**config.mk**
```make
export PLATFORM = sky130hd
export DESIGN_NAME = modular_square_root
export DESIGN_NICKNAME = d
export VERILOG_FILES = /design/src/msr_pkg.sv /design/src/msr_dp.sv /design/src/msr_ctrl.sv /design/src/modular_square_root.sv
export SDC_FILE = /design/constraint.sdc
export NUM_CORES = 2
export LEC_CHECK = 0
export ABC_AREA = 0
export BUFFER_PORTS_ARGS = -buffer_cell sky130_fd_sc_hd__buf_4
export CELL_PAD_IN_SITES_DETAIL_PLACEMENT = 0
export CELL_PAD_IN_SITES_GLOBAL_PLACEMENT = 1
export CORE_UTILIZATION = 46
export DETAILED_ROUTE_END_ITERATION = 10
export PLACE_DENSITY = 0.76
export SYNTH_ARGS = -nofsm -noshare
export SYNTH_HDL_FRONTEND = slang
export SYNTH_SLANG_ARGS = --single-unit
```
**constraint.sdc**
```tcl
create_clock -name clk -period 14.7 [get_ports clk]
set_input_delay 1.47 -clock clk [delete_from_list [all_inputs] [get_ports clk]]
set_output_delay 1.47 -clock clk [all_outputs]
set_load 0.01 [all_outputs]
```
**src/msr_pkg.sv**
```systemverilog
`timescale 1ns / 1ps
`default_nettype none
package msr_pkg;

  localparam logic [1:0] ST_FOUND  = 2'd0;
  localparam logic [1:0] ST_NOROOT = 2'd1;
  localparam logic [1:0] ST_CAP    = 2'd2;

  typedef enum logic [4:0] {
    S_IDLE, S_CHECK, S_DIVW, S_NZ, S_POW_CHK, S_POW_W1, S_POW_W2, S_EULER,
    S_SHORT, S_QSPLIT, S_ZSTART, S_ZCHK, S_SETC, S_POWT, S_SETT, S_POWR,
    S_SETR, S_LOOP, S_ORDW, S_ORDCHK, S_BSQ, S_BSQW, S_CW, S_TW, S_RW, S_FIN
  } state_t;

  typedef enum logic [3:0] {
    OP_NONE, OP_LOAD, OP_DIV, OP_MUL, OP_POW, OP_PE_SHIFT, OP_Q_SHIFT,
    OP_Z_INC, OP_SET_C, OP_SET_T, OP_SET_R, OP_B_FROM_C, OP_FINISH
  } op_t;

  typedef enum logic [2:0] {
    MK_PR_PB, MK_PB_PB, MK_TT, MK_TMPSQ, MK_BSQ, MK_C_BB, MK_T_TC, MK_R_RB
  } mk_t;

  typedef enum logic {BS_N, BS_Z} bsel_t;

  typedef enum logic [1:0] {ES_HALF, ES_P4, ES_Q, ES_QH} esel_t;

  typedef enum logic [1:0] {RS_ZERO, RS_NBIT, RS_PR, RS_R} rsel_t;

  typedef struct packed {
    op_t        op;
    mk_t        mk;
    bsel_t      bsel;
    esel_t      esel;
    rsel_t      rsel;
    logic [1:0] fst;
  } cmd_t;

  typedef struct packed {
    logic mul_busy;
    logic div_busy;
    logic pe_zero;
    logic pe_odd;
    logic pr_one;
    logic pr_pm1;
    logic t_one;
    logic tmp_one;
    logic p_zero;
    logic p_one;
    logic p_two;
    logic n_zero;
    logic p_mod4_3;
    logic q_even_nz;
  } sts_t;

endpackage
`default_nettype wire

```
**src/msr_dp.sv**
```systemverilog
`timescale 1ns / 1ps
`default_nettype none
module msr_dp #(
  parameter int DATA_WIDTH = 64
) (
  input  wire logic                  clk,
  input  wire logic                  rst_n,
  input  wire msr_pkg::cmd_t         cmd,
  input  wire logic [DATA_WIDTH-1:0] in_value,
  input  wire logic [DATA_WIDTH-1:0] in_modulus,
  output msr_pkg::sts_t              sts,
  output logic [DATA_WIDTH-1:0]      out_root,
  output logic [1:0]                 out_status
);
  import msr_pkg::*;

  localparam int W  = DATA_WIDTH;
  localparam int CW = $clog2(DATA_WIDTH);

  logic [W-1:0] p_r, n_r, half_r, q_r, z_r, c_r, t_r, rr_r, b_r, tmp_r;
  logic [W-1:0] pr_r, pb_r, pe_r, rem_r, dq_r, ma_r, mb_r, acc_r;
  logic [W-1:0] root_r;
  logic [1:0]   status_r;
  mk_t          mk_r;
  logic [CW-1:0] cnt_r;
  logic         ph_r, mul_busy_r, div_busy_r;

  logic [W-1:0] opa, opb, dbl, addv, rem_nxt, base_sel, exp_sel, root_sel;
  logic [W:0]   trial;

  function automatic logic [W-1:0] add_mod(input logic [W-1:0] x, input logic [W-1:0] y,
                                           input logic [W-1:0] m);
    logic [W:0] s;
    s = {1'b0, x} + {1'b0, y};
    if (s >= {1'b0, m}) s = s - {1'b0, m};
    return s[W-1:0];
  endfunction

  always_comb begin
    case (cmd.mk)
      MK_PR_PB: begin opa = pr_r;  opb = pb_r;  end
      MK_PB_PB: begin opa = pb_r;  opb = pb_r;  end
      MK_TT:    begin opa = t_r;   opb = t_r;   end
      MK_TMPSQ: begin opa = tmp_r; opb = tmp_r; end
      MK_BSQ:   begin opa = b_r;   opb = b_r;   end
      MK_C_BB:  begin opa = b_r;   opb = b_r;   end
      MK_T_TC:  begin opa = t_r;   opb = c_r;   end
      MK_R_RB:  begin opa = rr_r;  opb = b_r;   end
      default:  begin opa = t_r;   opb = t_r;   end
    endcase
  end

  always_comb begin
    base_sel = (cmd.bsel == BS_Z) ? z_r : n_r;
    case (cmd.esel)
      ES_HALF: exp_sel = half_r;
      ES_P4:   exp_sel = (p_r >> 2) + W'(1);
      ES_Q:    exp_sel = q_r;
      ES_QH:   exp_sel = (q_r >> 1) + W'(1);
      default: exp_sel = half_r;
    endcase
    case (cmd.rsel)
      RS_NBIT: root_sel = W'(n_r[0]);
      RS_PR:   root_sel = pr_r;
      RS_R:    root_sel = rr_r;
      default: root_sel = '0;
    endcase
  end

  assign dbl   = add_mod(acc_r, acc_r, p_r);
  assign addv  = mb_r[W-1] ? add_mod(acc_r, ma_r, p_r) : acc_r;
  assign trial = {rem_r, dq_r[W-1]};
  assign rem_nxt = (trial >= {1'b0, p_r}) ? W'(trial - {1'b0, p_r}) : trial[W-1:0];

  always_ff @(posedge clk) begin
    if (!rst_n) begin
      mul_busy_r <= 1'b0;
      div_busy_r <= 1'b0;
      status_r   <= ST_FOUND;
    end else begin
      if (cmd.op == OP_MUL) mul_busy_r <= 1'b1;
      else if (mul_busy_r && ph_r && cnt_r == '0) mul_busy_r <= 1'b0;
      if (cmd.op == OP_DIV) div_busy_r <= 1'b1;
      else if (div_busy_r && cnt_r == '0) div_busy_r <= 1'b0;
      if (cmd.op == OP_FINISH) status_r <= cmd.fst;
    end
  end

  always_ff @(posedge clk) begin
    case (cmd.op)
      OP_LOAD: begin
        p_r    <= in_modulus;
        n_r    <= in_value;
        q_r    <= in_modulus - W'(1);
        half_r <= (in_modulus - W'(1)) >> 1;
        z_r    <= W'(2);
      end
      OP_DIV: begin
        rem_r <= '0;
        dq_r  <= n_r;
        cnt_r <= CW'(W - 1);
      end
      OP_MUL: begin
        ma_r  <= opa;
        mb_r  <= opb;
        acc_r <= '0;
        cnt_r <= CW'(W - 1);
        ph_r  <= 1'b0;
        mk_r  <= cmd.mk;
      end
      OP_POW: begin
        pr_r <= W'(1);
        pb_r <= base_sel;
        pe_r <= exp_sel;
      end
      OP_PE_SHIFT: pe_r   <= pe_r >> 1;
      OP_Q_SHIFT:  q_r    <= q_r >> 1;
      OP_Z_INC:    z_r    <= (z_r + W'(1) == p_r) ? '0 : z_r + W'(1);
      OP_SET_C:    c_r    <= pr_r;
      OP_SET_T:    t_r    <= pr_r;
      OP_SET_R:    rr_r   <= pr_r;
      OP_B_FROM_C: b_r    <= c_r;
      OP_FINISH:   root_r <= root_sel;
      default: begin
        if (div_busy_r) begin
          rem_r <= rem_nxt;
          dq_r  <= dq_r << 1;
          cnt_r <= cnt_r - CW'(1);
          if (cnt_r == '0) n_r <= rem_nxt;
        end else if (mul_busy_r) begin
          ph_r <= ~ph_r;
          if (!ph_r) begin
            acc_r <= dbl;
          end else begin
            acc_r <= addv;
            mb_r  <= mb_r << 1;
            cnt_r <= cnt_r - CW'(1);
            if (cnt_r == '0) begin
              case (mk_r)
                MK_PR_PB: pr_r  <= addv;
                MK_PB_PB: pb_r  <= addv;
                MK_TT:    tmp_r <= addv;
                MK_TMPSQ: tmp_r <= addv;
                MK_BSQ:   b_r   <= addv;
                MK_C_BB:  c_r   <= addv;
                MK_T_TC:  t_r   <= addv;
                MK_R_RB:  rr_r  <= addv;
                default:  tmp_r <= addv;
              endcase
            end
          end
        end
      end
    endcase
  end

  always_comb begin
    sts.mul_busy  = mul_busy_r;
    sts.div_busy  = div_busy_r;
    sts.pe_zero   = (pe_r == '0);
    sts.pe_odd    = pe_r[0];
    sts.pr_one    = (pr_r == W'(1));
    sts.pr_pm1    = (pr_r == p_r - W'(1));
    sts.t_one     = (t_r == W'(1));
    sts.tmp_one   = (tmp_r == W'(1));
    sts.p_zero    = (p_r == '0);
    sts.p_one     = (p_r == W'(1));
    sts.p_two     = (p_r == W'(2));
    sts.n_zero    = (n_r == '0);
    sts.p_mod4_3  = (p_r[1:0] == 2'b11);
    sts.q_even_nz = (q_r != '0) && !q_r[0];
  end

  assign out_root   = root_r;
  assign out_status = status_r;

endmodule
`default_nettype wire

```
**src/msr_ctrl.sv**
```systemverilog
`timescale 1ns / 1ps
`default_nettype none
module msr_ctrl #(
  parameter int DATA_WIDTH       = 64,
  parameter int MAX_SEARCH_STEPS = 256
) (
  input  wire logic           clk,
  input  wire logic           rst_n,
  input  wire logic           in_tvalid,
  output logic                in_tready,
  output logic                out_tvalid,
  input  wire logic           out_tready,
  input  wire msr_pkg::sts_t  sts,
  output msr_pkg::cmd_t       cmd
);
  import msr_pkg::*;

  localparam int SW = $clog2(DATA_WIDTH) + 1;
  localparam int TW = $clog2(MAX_SEARCH_STEPS + 1);

  state_t state_r, state_nxt, ret_r, ret_nxt;
  logic [SW-1:0] s_r, s_nxt, m_r, m_nxt, i_r, i_nxt, j_r, j_nxt;
  logic [TW-1:0] tries_r, tries_nxt;
  logic [1:0]    fst_r, fst_nxt;
  rsel_t         rsel_r, rsel_nxt;
  logic          out_valid_r, out_valid_nxt;
  logic          cap_i, cap_tries, j_more, out_free;

  assign cap_i     = (i_r >= m_r) || (32'(i_r) >= 32'(MAX_SEARCH_STEPS));
  assign cap_tries = (32'(tries_r) + 32'd1) >= 32'(MAX_SEARCH_STEPS);
  assign j_more    = ({1'b0, j_r} + {1'b0, i_r} + (SW + 1)'(1)) < {1'b0, m_r};
  assign out_free  = !out_valid_r || out_tready;

  always_comb begin
    state_nxt = state_r;
    case (state_r)
      S_IDLE:    if (in_tvalid) state_nxt = S_CHECK;
      S_CHECK:   state_nxt = (sts.p_zero || sts.p_one || sts.p_two) ? S_FIN : S_DIVW;
      S_DIVW:    if (!sts.div_busy) state_nxt = S_NZ;
      S_NZ:      state_nxt = sts.n_zero ? S_FIN : S_POW_CHK;
      S_POW_CHK: begin
        if (sts.pe_zero) state_nxt = ret_r;
        else state_nxt = sts.pe_odd ? S_POW_W1 : S_POW_W2;
      end
      S_POW_W1:  if (!sts.mul_busy) state_nxt = S_POW_W2;
      S_POW_W2:  if (!sts.mul_busy) state_nxt = S_POW_CHK;
      S_EULER: begin
        if (!sts.pr_one) state_nxt = S_FIN;
        else state_nxt = sts.p_mod4_3 ? S_POW_CHK : S_QSPLIT;
      end
      S_SHORT:   state_nxt = S_FIN;
      S_QSPLIT:  if (!sts.q_even_nz) state_nxt = S_ZSTART;
      S_ZSTART:  state_nxt = S_POW_CHK;
      S_ZCHK: begin
        if (sts.pr_pm1) state_nxt = S_POW_CHK;
        else state_nxt = cap_tries ? S_FIN : S_ZSTART;
      end
      S_SETC:    state_nxt = S_POWT;
      S_POWT:    state_nxt = S_POW_CHK;
      S_SETT:    state_nxt = S_POWR;
      S_POWR:    state_nxt = S_POW_CHK;
      S_SETR:    state_nxt = S_LOOP;
      S_LOOP:    state_nxt = sts.t_one ? S_FIN : S_ORDW;
      S_ORDW:    if (!sts.mul_busy) state_nxt = S_ORDCHK;
      S_ORDCHK: begin
        if (cap_i) state_nxt = S_FIN;
        else state_nxt = sts.tmp_one ? S_BSQ : S_ORDW;
      end
      S_BSQ:     state_nxt = j_more ? S_BSQW : S_CW;
      S_BSQW:    if (!sts.mul_busy) state_nxt = S_BSQ;
      S_CW:      if (!sts.mul_busy) state_nxt = S_TW;
      S_TW:      if (!sts.mul_busy) state_nxt = S_RW;
      S_RW:      if (!sts.mul_busy) state_nxt = S_LOOP;
      S_FIN:     if (out_free) state_nxt = S_IDLE;
      default:   state_nxt = S_IDLE;
    endcase
  end

  always_comb begin
    cmd           = '0;
    cmd.op        = OP_NONE;
    in_tready     = 1'b0;
    ret_nxt       = ret_r;
    s_nxt         = s_r;
    m_nxt         = m_r;
    i_nxt         = i_r;
    j_nxt         = j_r;
    tries_nxt     = tries_r;
    fst_nxt       = fst_r;
    rsel_nxt      = rsel_r;
    out_valid_nxt = out_valid_r && !out_tready;
    case (state_r)
      S_IDLE: begin
        in_tready = 1'b1;
        if (in_tvalid) begin
          cmd.op = OP_LOAD;
          s_nxt  = '0;
        end
      end
      S_CHECK: begin
        if (sts.p_zero) begin
          fst_nxt = ST_NOROOT; rsel_nxt = RS_ZERO;
        end else if (sts.p_one) begin
          fst_nxt = ST_FOUND; rsel_nxt = RS_ZERO;
        end else if (sts.p_two) begin
          fst_nxt = ST_FOUND; rsel_nxt = RS_NBIT;
        end else begin
          cmd.op = OP_DIV;
        end
      end
      S_NZ: begin
        if (sts.n_zero) begin
          fst_nxt = ST_FOUND; rsel_nxt = RS_ZERO;
        end else begin
          cmd.op = OP_POW; cmd.bsel = BS_N; cmd.esel = ES_HALF; ret_nxt = S_EULER;
        end
      end
      S_POW_CHK: begin
        if (!sts.pe_zero) begin
          cmd.op = OP_MUL;
          cmd.mk = sts.pe_odd ? MK_PR_PB : MK_PB_PB;
        end
      end
      S_POW_W1: begin
        if (!sts.mul_busy) begin
          cmd.op = OP_MUL; cmd.mk = MK_PB_PB;
        end
      end
      S_POW_W2: if (!sts.mul_busy) cmd.op = OP_PE_SHIFT;
      S_EULER: begin
        if (!sts.pr_one) begin
          fst_nxt = ST_NOROOT; rsel_nxt = RS_ZERO;
        end else if (sts.p_mod4_3) begin
          cmd.op = OP_POW; cmd.bsel = BS_N; cmd.esel = ES_P4; ret_nxt = S_SHORT;
        end
      end
      S_SHORT: begin
        fst_nxt = ST_FOUND; rsel_nxt = RS_PR;
      end
      S_QSPLIT: begin
        if (sts.q_even_nz) begin
          cmd.op = OP_Q_SHIFT;
          s_nxt  = s_r + SW'(1);
        end else begin
          tries_nxt = '0;
        end
      end
      S_ZSTART: begin
        cmd.op = OP_POW; cmd.bsel = BS_Z; cmd.esel = ES_HALF; ret_nxt = S_ZCHK;
      end
      S_ZCHK: begin
        if (sts.pr_pm1) begin
          cmd.op = OP_POW; cmd.bsel = BS_Z; cmd.esel = ES_Q; ret_nxt = S_SETC;
        end else if (cap_tries) begin
          fst_nxt = ST_CAP; rsel_nxt = RS_ZERO;
        end else begin
          cmd.op    = OP_Z_INC;
          tries_nxt = tries_r + TW'(1);
        end
      end
      S_SETC: begin
        cmd.op = OP_SET_C;
        m_nxt  = s_r;
      end
      S_POWT: begin
        cmd.op = OP_POW; cmd.bsel = BS_N; cmd.esel = ES_Q; ret_nxt = S_SETT;
      end
      S_SETT: cmd.op = OP_SET_T;
      S_POWR: begin
        cmd.op = OP_POW; cmd.bsel = BS_N; cmd.esel = ES_QH; ret_nxt = S_SETR;
      end
      S_SETR: cmd.op = OP_SET_R;
      S_LOOP: begin
        if (sts.t_one) begin
          fst_nxt = ST_FOUND; rsel_nxt = RS_R;
        end else begin
          cmd.op = OP_MUL; cmd.mk = MK_TT;
          i_nxt  = SW'(1);
        end
      end
      S_ORDCHK: begin
        if (cap_i) begin
          fst_nxt = ST_CAP; rsel_nxt = RS_ZERO;
        end else if (sts.tmp_one) begin
          cmd.op = OP_B_FROM_C;
          j_nxt  = '0;
        end else begin
          cmd.op = OP_MUL; cmd.mk = MK_TMPSQ;
          i_nxt  = i_r + SW'(1);
        end
      end
      S_BSQ: begin
        cmd.op = OP_MUL;
        if (j_more) begin
          cmd.mk = MK_BSQ;
          j_nxt  = j_r + SW'(1);
        end else begin
          cmd.mk = MK_C_BB;
          m_nxt  = i_r;
        end
      end
      S_CW: begin
        if (!sts.mul_busy) begin
          cmd.op = OP_MUL; cmd.mk = MK_T_TC;
        end
      end
      S_TW: begin
        if (!sts.mul_busy) begin
          cmd.op = OP_MUL; cmd.mk = MK_R_RB;
        end
      end
      S_FIN: begin
        if (out_free) begin
          cmd.op        = OP_FINISH;
          cmd.fst       = fst_r;
          cmd.rsel      = rsel_r;
          out_valid_nxt = 1'b1;
        end
      end
      default: cmd.op = OP_NONE;
    endcase
  end

  always_ff @(posedge clk) begin
    if (!rst_n) begin
      state_r     <= S_IDLE;
      ret_r       <= S_IDLE;
      out_valid_r <= 1'b0;
    end else begin
      state_r     <= state_nxt;
      ret_r       <= ret_nxt;
      out_valid_r <= out_valid_nxt;
    end
  end

  always_ff @(posedge clk) begin
    s_r     <= s_nxt;
    m_r     <= m_nxt;
    i_r     <= i_nxt;
    j_r     <= j_nxt;
    tries_r <= tries_nxt;
    fst_r   <= fst_nxt;
    rsel_r  <= rsel_nxt;
  end

  assign out_tvalid = out_valid_r;

endmodule
`default_nettype wire

```
**src/modular_square_root.sv**
```systemverilog
// Modular square root r with r*r = value mod p, one beat in, one beat out. The block
// works on one item at a time: modulus 0, 1, 2 end without any arithmetic, a zero
// residue ends after the reduction, and all other items run every exponentiation and
// squaring through one bit-serial modular multiplier that doubles, then adds, for each
// multiplier bit; a p = 3 mod 4 modulus costs two exponentiations, others add the
// non-residue search (up to MAX_SEARCH_STEPS exponentiations) and the order loop. status
// 0 means a root, 1 no root, 2 search cap reached; root is 0 unless status is 0. A
// finished result is held on the output while the next item is taken in.
`timescale 1ns / 1ps
`default_nettype none
module modular_square_root #(
  parameter int DATA_WIDTH       = 64,
  parameter int MAX_SEARCH_STEPS = 256
) (
  input  wire logic         clk,
  input  wire logic         rst_n,
  input  wire logic         in_tvalid,
  output logic              in_tready,
  input  wire logic [127:0] in_tdata,   // value [63:0], modulus [127:64]
  output logic              out_tvalid,
  input  wire logic         out_tready,
  output logic [63:0]       out_tdata,  // root [63:0]
  output logic [1:0]        out_tuser   // status [1:0]
);
  import msr_pkg::*;

  cmd_t cmd;
  sts_t sts;
  logic [DATA_WIDTH-1:0] root;

  msr_ctrl #(
    .DATA_WIDTH       (DATA_WIDTH),
    .MAX_SEARCH_STEPS (MAX_SEARCH_STEPS)
  ) u_ctrl (
    .clk        (clk),
    .rst_n      (rst_n),
    .in_tvalid  (in_tvalid),
    .in_tready  (in_tready),
    .out_tvalid (out_tvalid),
    .out_tready (out_tready),
    .sts        (sts),
    .cmd        (cmd)
  );

  msr_dp #(
    .DATA_WIDTH (DATA_WIDTH)
  ) u_dp (
    .clk        (clk),
    .rst_n      (rst_n),
    .cmd        (cmd),
    .in_value   (in_tdata[DATA_WIDTH-1:0]),
    .in_modulus (in_tdata[64+DATA_WIDTH-1:64]),
    .sts        (sts),
    .out_root   (root),
    .out_status (out_tuser)
  );

  assign out_tdata = 64'(root);

`ifndef ASSERT_OFF
  a_root_zero: assert property (@(posedge clk) disable iff (!rst_n)
    out_tvalid && out_tuser != ST_FOUND |-> out_tdata == 64'd0)
    else $error("nonzero root with failing status");
  a_status_code: assert property (@(posedge clk) disable iff (!rst_n)
    out_tvalid |-> out_tuser != 2'd3)
    else $error("undefined status code");
  a_one_item: assert property (@(posedge clk) disable iff (!rst_n)
    in_tvalid && in_tready |=> !in_tready)
    else $error("second beat taken while busy");
`endif

endmodule
`default_nettype wire

```
# == Word-level counts from Yosys, hierarchy flattened ==
# Index checks and enable logic that the tools add are counted.
# totals
in_bits,132
word_cells,442
register_bits,1281
out_inout_bits,68
# op_classes
bitwise_logic,12
order_cmp,6
add_sub_neg,18
n_eq_ne,101
n_mux,173
reduce_logical,97
# op_table
op,n
$mux 64,46
$pmux 64 s2,14
$pmux 64 s6,1
$pmux 64 s5,1
$eq 64x1->1 const B,4
$pmux 64 s4,1
$ge 65x64->1,3
$logic_not 64->1,3
$pmux 64 s3,1
$sub 64x64->64,3
$mux 5,27
$add 64x64->65,2
$eq 64x64->1,2
$sub 64x1->64 const B,2
$pmux 5 s24,1
$reduce_or 11->1,8
$pmux 4 s19,1
$reduce_bool 2->1,36
$mux 7,10
$add 63x1->64 const B,1
$add 64x1->64 const B,1
$eq 64x2->1 const B,1
$reduce_bool 64->1,1
$add 62x1->63 const B,1
62 further kinds,236

# == Logic depth before layout (Yosys ltp) ==
# logic_depth
depth_word,10
mapped_depth,27
ltp_nobuf,24

# == Cells and area by module ==
# Synthesis repeated with hierarchy kept, for this count alone.
# hier_totals
cells_unflattened,9449
hier_area_um2,86787.0
# modules_own_cells
module,cells_each,area_per_inst_um2,n_inst,seq_area_each_um2
msr_dp,8999,82845.7,1,36865.4
msr_ctrl,450,3941.3,1,1451.4

# == Least setup slack after synthesis ==
# Ideal clock, no wire load.
# synth_timing
path_kind,reg-to-reg
startpoint,register u_dp.p_r[0]
endpoint,"register u_dp.dq_r[0], enable pin"
path_buffers,1
path_stages_with_launch,14
setup_time_ps,772
t_arrival_ps,14221
t_required_ps,13928
synth_period_minus_slack_ps,14993
slack_ps,-293
cell_sequence,edfxtp_1 > nor3_1 > nand2_1 > or4_4 > or4_1 > a222oi_1 > nand4_1 > a2111o_1 > nor4_4 > o211ai_1 > nand2_1 > inv_2 > buf_1 > nor3_1
# synth_between
elab_chain_len,9
word_cells_on_any_way,29
cone_classes,add/sub: 1; eq/ne: 16; mux: 7; bitwise: 1; reduce/logical: 4
# synth_rtl
item,line_no,text
start: declaration,msr_dp.sv:20,"logic [W-1:0] p_r, n_r, half_r, q_r, z_r, c_r, t_r, rr_r, b_r, tmp_r;"
start signal: assignment,msr_dp.sv:92,p_r <= in_modulus;
branches (longest 4 deep; another with $sub 64x1->64),n/a,
$pmux 4 s19 (*),msr_ctrl.sv:92,case (state_r)
"$eq 4x1->1, or another cell as far along",msr_dp.sv:90,case (cmd.op)
$reduce_or 11->1 (no line),n/a,
$not 1->1 (no line),n/a,
$reduce_and 2->1 (no line) (*),n/a,
end signal: assignment,msr_dp.sv:100,dq_r <= n_r;
end signal: assignment,msr_dp.sv:127,dq_r <= dq_r << 1;
end: declaration,msr_dp.sv:21,"logic [W-1:0] pr_r, pb_r, pe_r, rem_r, dq_r, ma_r, mb_r, acc_r;"
# Every way passes the cells marked *.
# A chain may end at the register's enable or synchronous reset.

# == Final worst setup path ==
# layout_timing
startpoint,register u_dp.p_r[1]
endpoint,"register u_dp.c_r[24], enable pin"
# layout_between
elab_chain_len,9
word_cells_on_any_way,33
cone_classes,add/sub: 1; eq/ne: 17; mux: 7; bitwise: 1; reduce/logical: 7
# layout_rtl
item,line_no,text
branches (longest 4 deep; another with $sub 64x1->64),n/a,
$pmux 4 s19 (*),msr_ctrl.sv:92,
"$eq 4x1->1, or another cell as far along",msr_dp.sv:90,
$reduce_or 11->1 (no line),n/a,
$not 1->1 (no line),n/a,
$reduce_and 6->1 (no line) (*),n/a,
end signal: assignment,msr_dp.sv:119,OP_SET_C: c_r <= pr_r;
end signal: assignment,msr_dp.sv:145,MK_C_BB: c_r <= addv;
end: declaration,msr_dp.sv:20,
# Marks and branches as above.

==> results by group <==
CTS
  • Post-CTS setup buffer count: 0
  • Clk buf depth: 3
  • Clock Sinks: 1281
  • Worst skew pair latency: 0.85 ns
  • Clk slew on worst S/H paths: 0.07 ns
  • Post_cts resized: 0
  • CTS H-tree lvls: 4
  • CTS tree: done
  • CTS Root Cell: clkbuf_16
  • Total CTS buffers: 150
  • Post-CTS Hold Buffers: 0

STA
  • Max Freq: 107 MHz
  • Slew @ Worst Pin: 1.54 ns
  • Slew headroom: -3.39%
  • # setup viols final: 0
  • Hold Vio Cnt, Final: 0
  • Worst Skew: 0.0506 ns
  • Final setup TNS: 0 ns
  • Period minus WS final: 9.32 ns
  • Final Cycle Share: 63.4%
  • RSZ-0062 raised after global routing: false
  • Final Slew Violations: 5

Worst setup path
  • CP required: 15.15 ns
  • Worst R2R Start: u_dp.p_r[1]
  • Critical Path End Type: register
  • Worst-path fanout max: 42
  • Setup crit start kind: register
  • Reg-to-reg endpoint: u_dp.c_r[24]
  • CP Launch Point: u_dp.p_r[1]
  • Crit path DAT: 9.76 ns
  • Critical path endpoint: u_dp.c_r[24]
  • Depth of the most critical reg-to-reg path: 16
  • Crit Path Category: register to register
  • R2R setup slack: 5.38 ns

Synth
  • Cell Area, Synth: 0.0826 mm2
  • Yosys warnings: 0
  • Dominant synthesized flop cell: edfxtp_1
  • Sequential element share of the synthesized area: 46.4%
  • Syn Nets: 9107
  • Yosys cell types: 93
  • Post-synthesis instance total: 8679
  • Avg Inst Size Synth: 9.51 um2
  • Post-synth EDFFs: 1266
  • Post-synth ARST share: 0%
  • Post-synthesis register bit count: 1281

Placed design
  • Final GP Congestion: 1.04
  • DP Wirelength: 284 mm
  • I/O Buffers: 199

Flow run
  • MaxCap Viol Count: 2

Cells and area
  • Area growth syn-to-layout: 10.9%
  • Layout cell share with drive strength beyond 1: 9.69%
  • Post-layout nets: 9081
  • Most common cell after layout, fill and taps aside: edfxtp_1
  • Commonest non-fill, non-tap cells in the layout: 1266 x edfxtp_1, 1251 x nand2_1, 699 x nor2_1

Routing
  • WL/cell: 34.1 um
  • Drt pass-1 iters: 7
  • Vias: 75100
  • Routed Wire Length: 379 mm
  • Antenna viol nets, final: 0
  • Via-to-Cell Ratio: 6.74
  • Iteration-0 DRC Markers: 10600
  • Residual DRC: 0

Run status
  • Failing checks: max-capacitance violations, max-slew violations
  • Status: finished, violations left

Global routing
  • GRT Total Usage: 40.9%
  • Initial antenna violation count: 34
  • First-pass GRT wire length: 527 mm
  • Vias in the first global route: 69700
  • Grt ovf: 0
  • Largest net degree at the start of global routing: 129

Die
  • Starting density of the core: 46.3%
  • Row cnt: 155
  • Die Width: 426 um
  • Die height: 426 um
  • Core box area: 0.178 mm2
  • Ports: 200
  • Die area: 0.181 mm2

Min path
  • Worst min path class: register to register
[cells in the mapped netlist (all sizes together), types with 112 or more instances]
cell type  count  area [um2]
nor3         162         811
clkbuf       494        1850
nand4        167        1050
xnor2        402        3520
mux2         123        1390
nor4         198        1310
edfxtp      1266       38000
xor2         233        2040
ha           291        3640
a21oi        502        2510
inv          255         957
nand3        214        1070
nor2         715        2690
a221oi       112         981
o21ai        622        3110
nand2       1258        4720
a21o         137        1030
[cell type report]
| type | count | area, um2 |
|---|---|---|
| Clock inverter | 93 | 888 |
| Timing Repair Buffer | 402 | 3040 |
| Sequential cell | 1281 | 38300 |
| Clock buffer | 178 | 3940 |
| Tap cell | 2355 | 2950 |
| Inverter | 258 | 977 |
| Fill cell | 16500 | 86800 |
| Antenna cell | 8 | 20.0 |
| Multi-Input combinational cell | 6560 | 41500 |
[critical path, cell delays in order, from the launching register on]
cell and delay, ns:
edfxtp_1 0.74, inv_1 0.50, ha_1 0.27, and3b_1 0.38, nand4_1 0.54, nor4_1 1.21, and2_1 0.32, xnor2_1 0.08
a211o_1 0.31, a2111o_1 0.40, nor4_4 1.04, nor2_2 0.41, a211o_1 0.36, or3_4 0.38, a2111oi_2 0.70, buf_4 0.41
buf_4 0.76
[stage by stage]
| step | hold WS (ns) | cell area (um2) | util, % | setup slack, ns | instances |
|---|---|---|---|---|---|
| floorplan | 0.443 | 82600 | - | 0.123 | 8679 |
| global placement | 0.457 | 86700 | 48.6 | 5.68 | 10900 |
| detailed placement | 0.468 | 86700 | 48.6 | 5.70 | 10900 |
| CTS | 0.478 | 91600 | 51.3 | 5.64 | 11100 |
| global route | 0.483 | 91600 | 51.3 | 5.35 | 11100 |
| finish | 0.476 | 91600 | 51.3 | 5.38 | 11100 |
[how the worst min path moves through the flow]
| stage | startpoint | end | slack, ns | cells past startpoint |
|---|---|---|---|---|
| floorplan | u_ctrl.ret_r[4] | u_ctrl.ret_r[4] | 0.44 | 2 |
| global placement | u_ctrl.ret_r[4] | u_ctrl.ret_r[4] | 0.46 | 2 |
| detailed placement | u_dp.out_status[0] | u_dp.out_status[0] | 0.47 | 2 |
| CTS | u_dp.out_status[0] | u_dp.out_status[0] | 0.48 | 2 |
| global route | u_dp.out_status[0] | u_dp.out_status[0] | 0.48 | 2 |
| finish | u_dp.out_status[0] | u_dp.out_status[0] | 0.48 | 2 |
[cell families (layout without fill, tap and decap cells)]
group | count (synthesis) | in the layout | share of synthesized area [%]
XOR/XNOR | 635 | 635 | 6.74
flip-flops | 1281 | 1281 | 46.4
buffers and inverters | 838 | 931 | 3.87
AO/OA/AOI/OAI | 2287 | 2287 | 18.1
multiplexers | 234 | 234 | 3.02
other | 0 | 8 | 0
AND/OR/NAND/NOR | 3108 | 3108 | 17.3
adder cells (fa/ha/maj) | 296 | 296 | 4.53
[metal layers]
layer / part of all wire [%] / vias up / track usage [%]
met5: 0.037 / - / 0
met4: 5.8 / 16 / 21.2
met3: 13 / 856 / 12.1
met2: 42 / 4942 / 59.9
met1: 39 / 36900 / 54.4
li1: - / 32300 / -
Power is left out: the tool's default activity adds up to more than one toggle a clock period on the data nets, which glitch-free logic cannot reach.
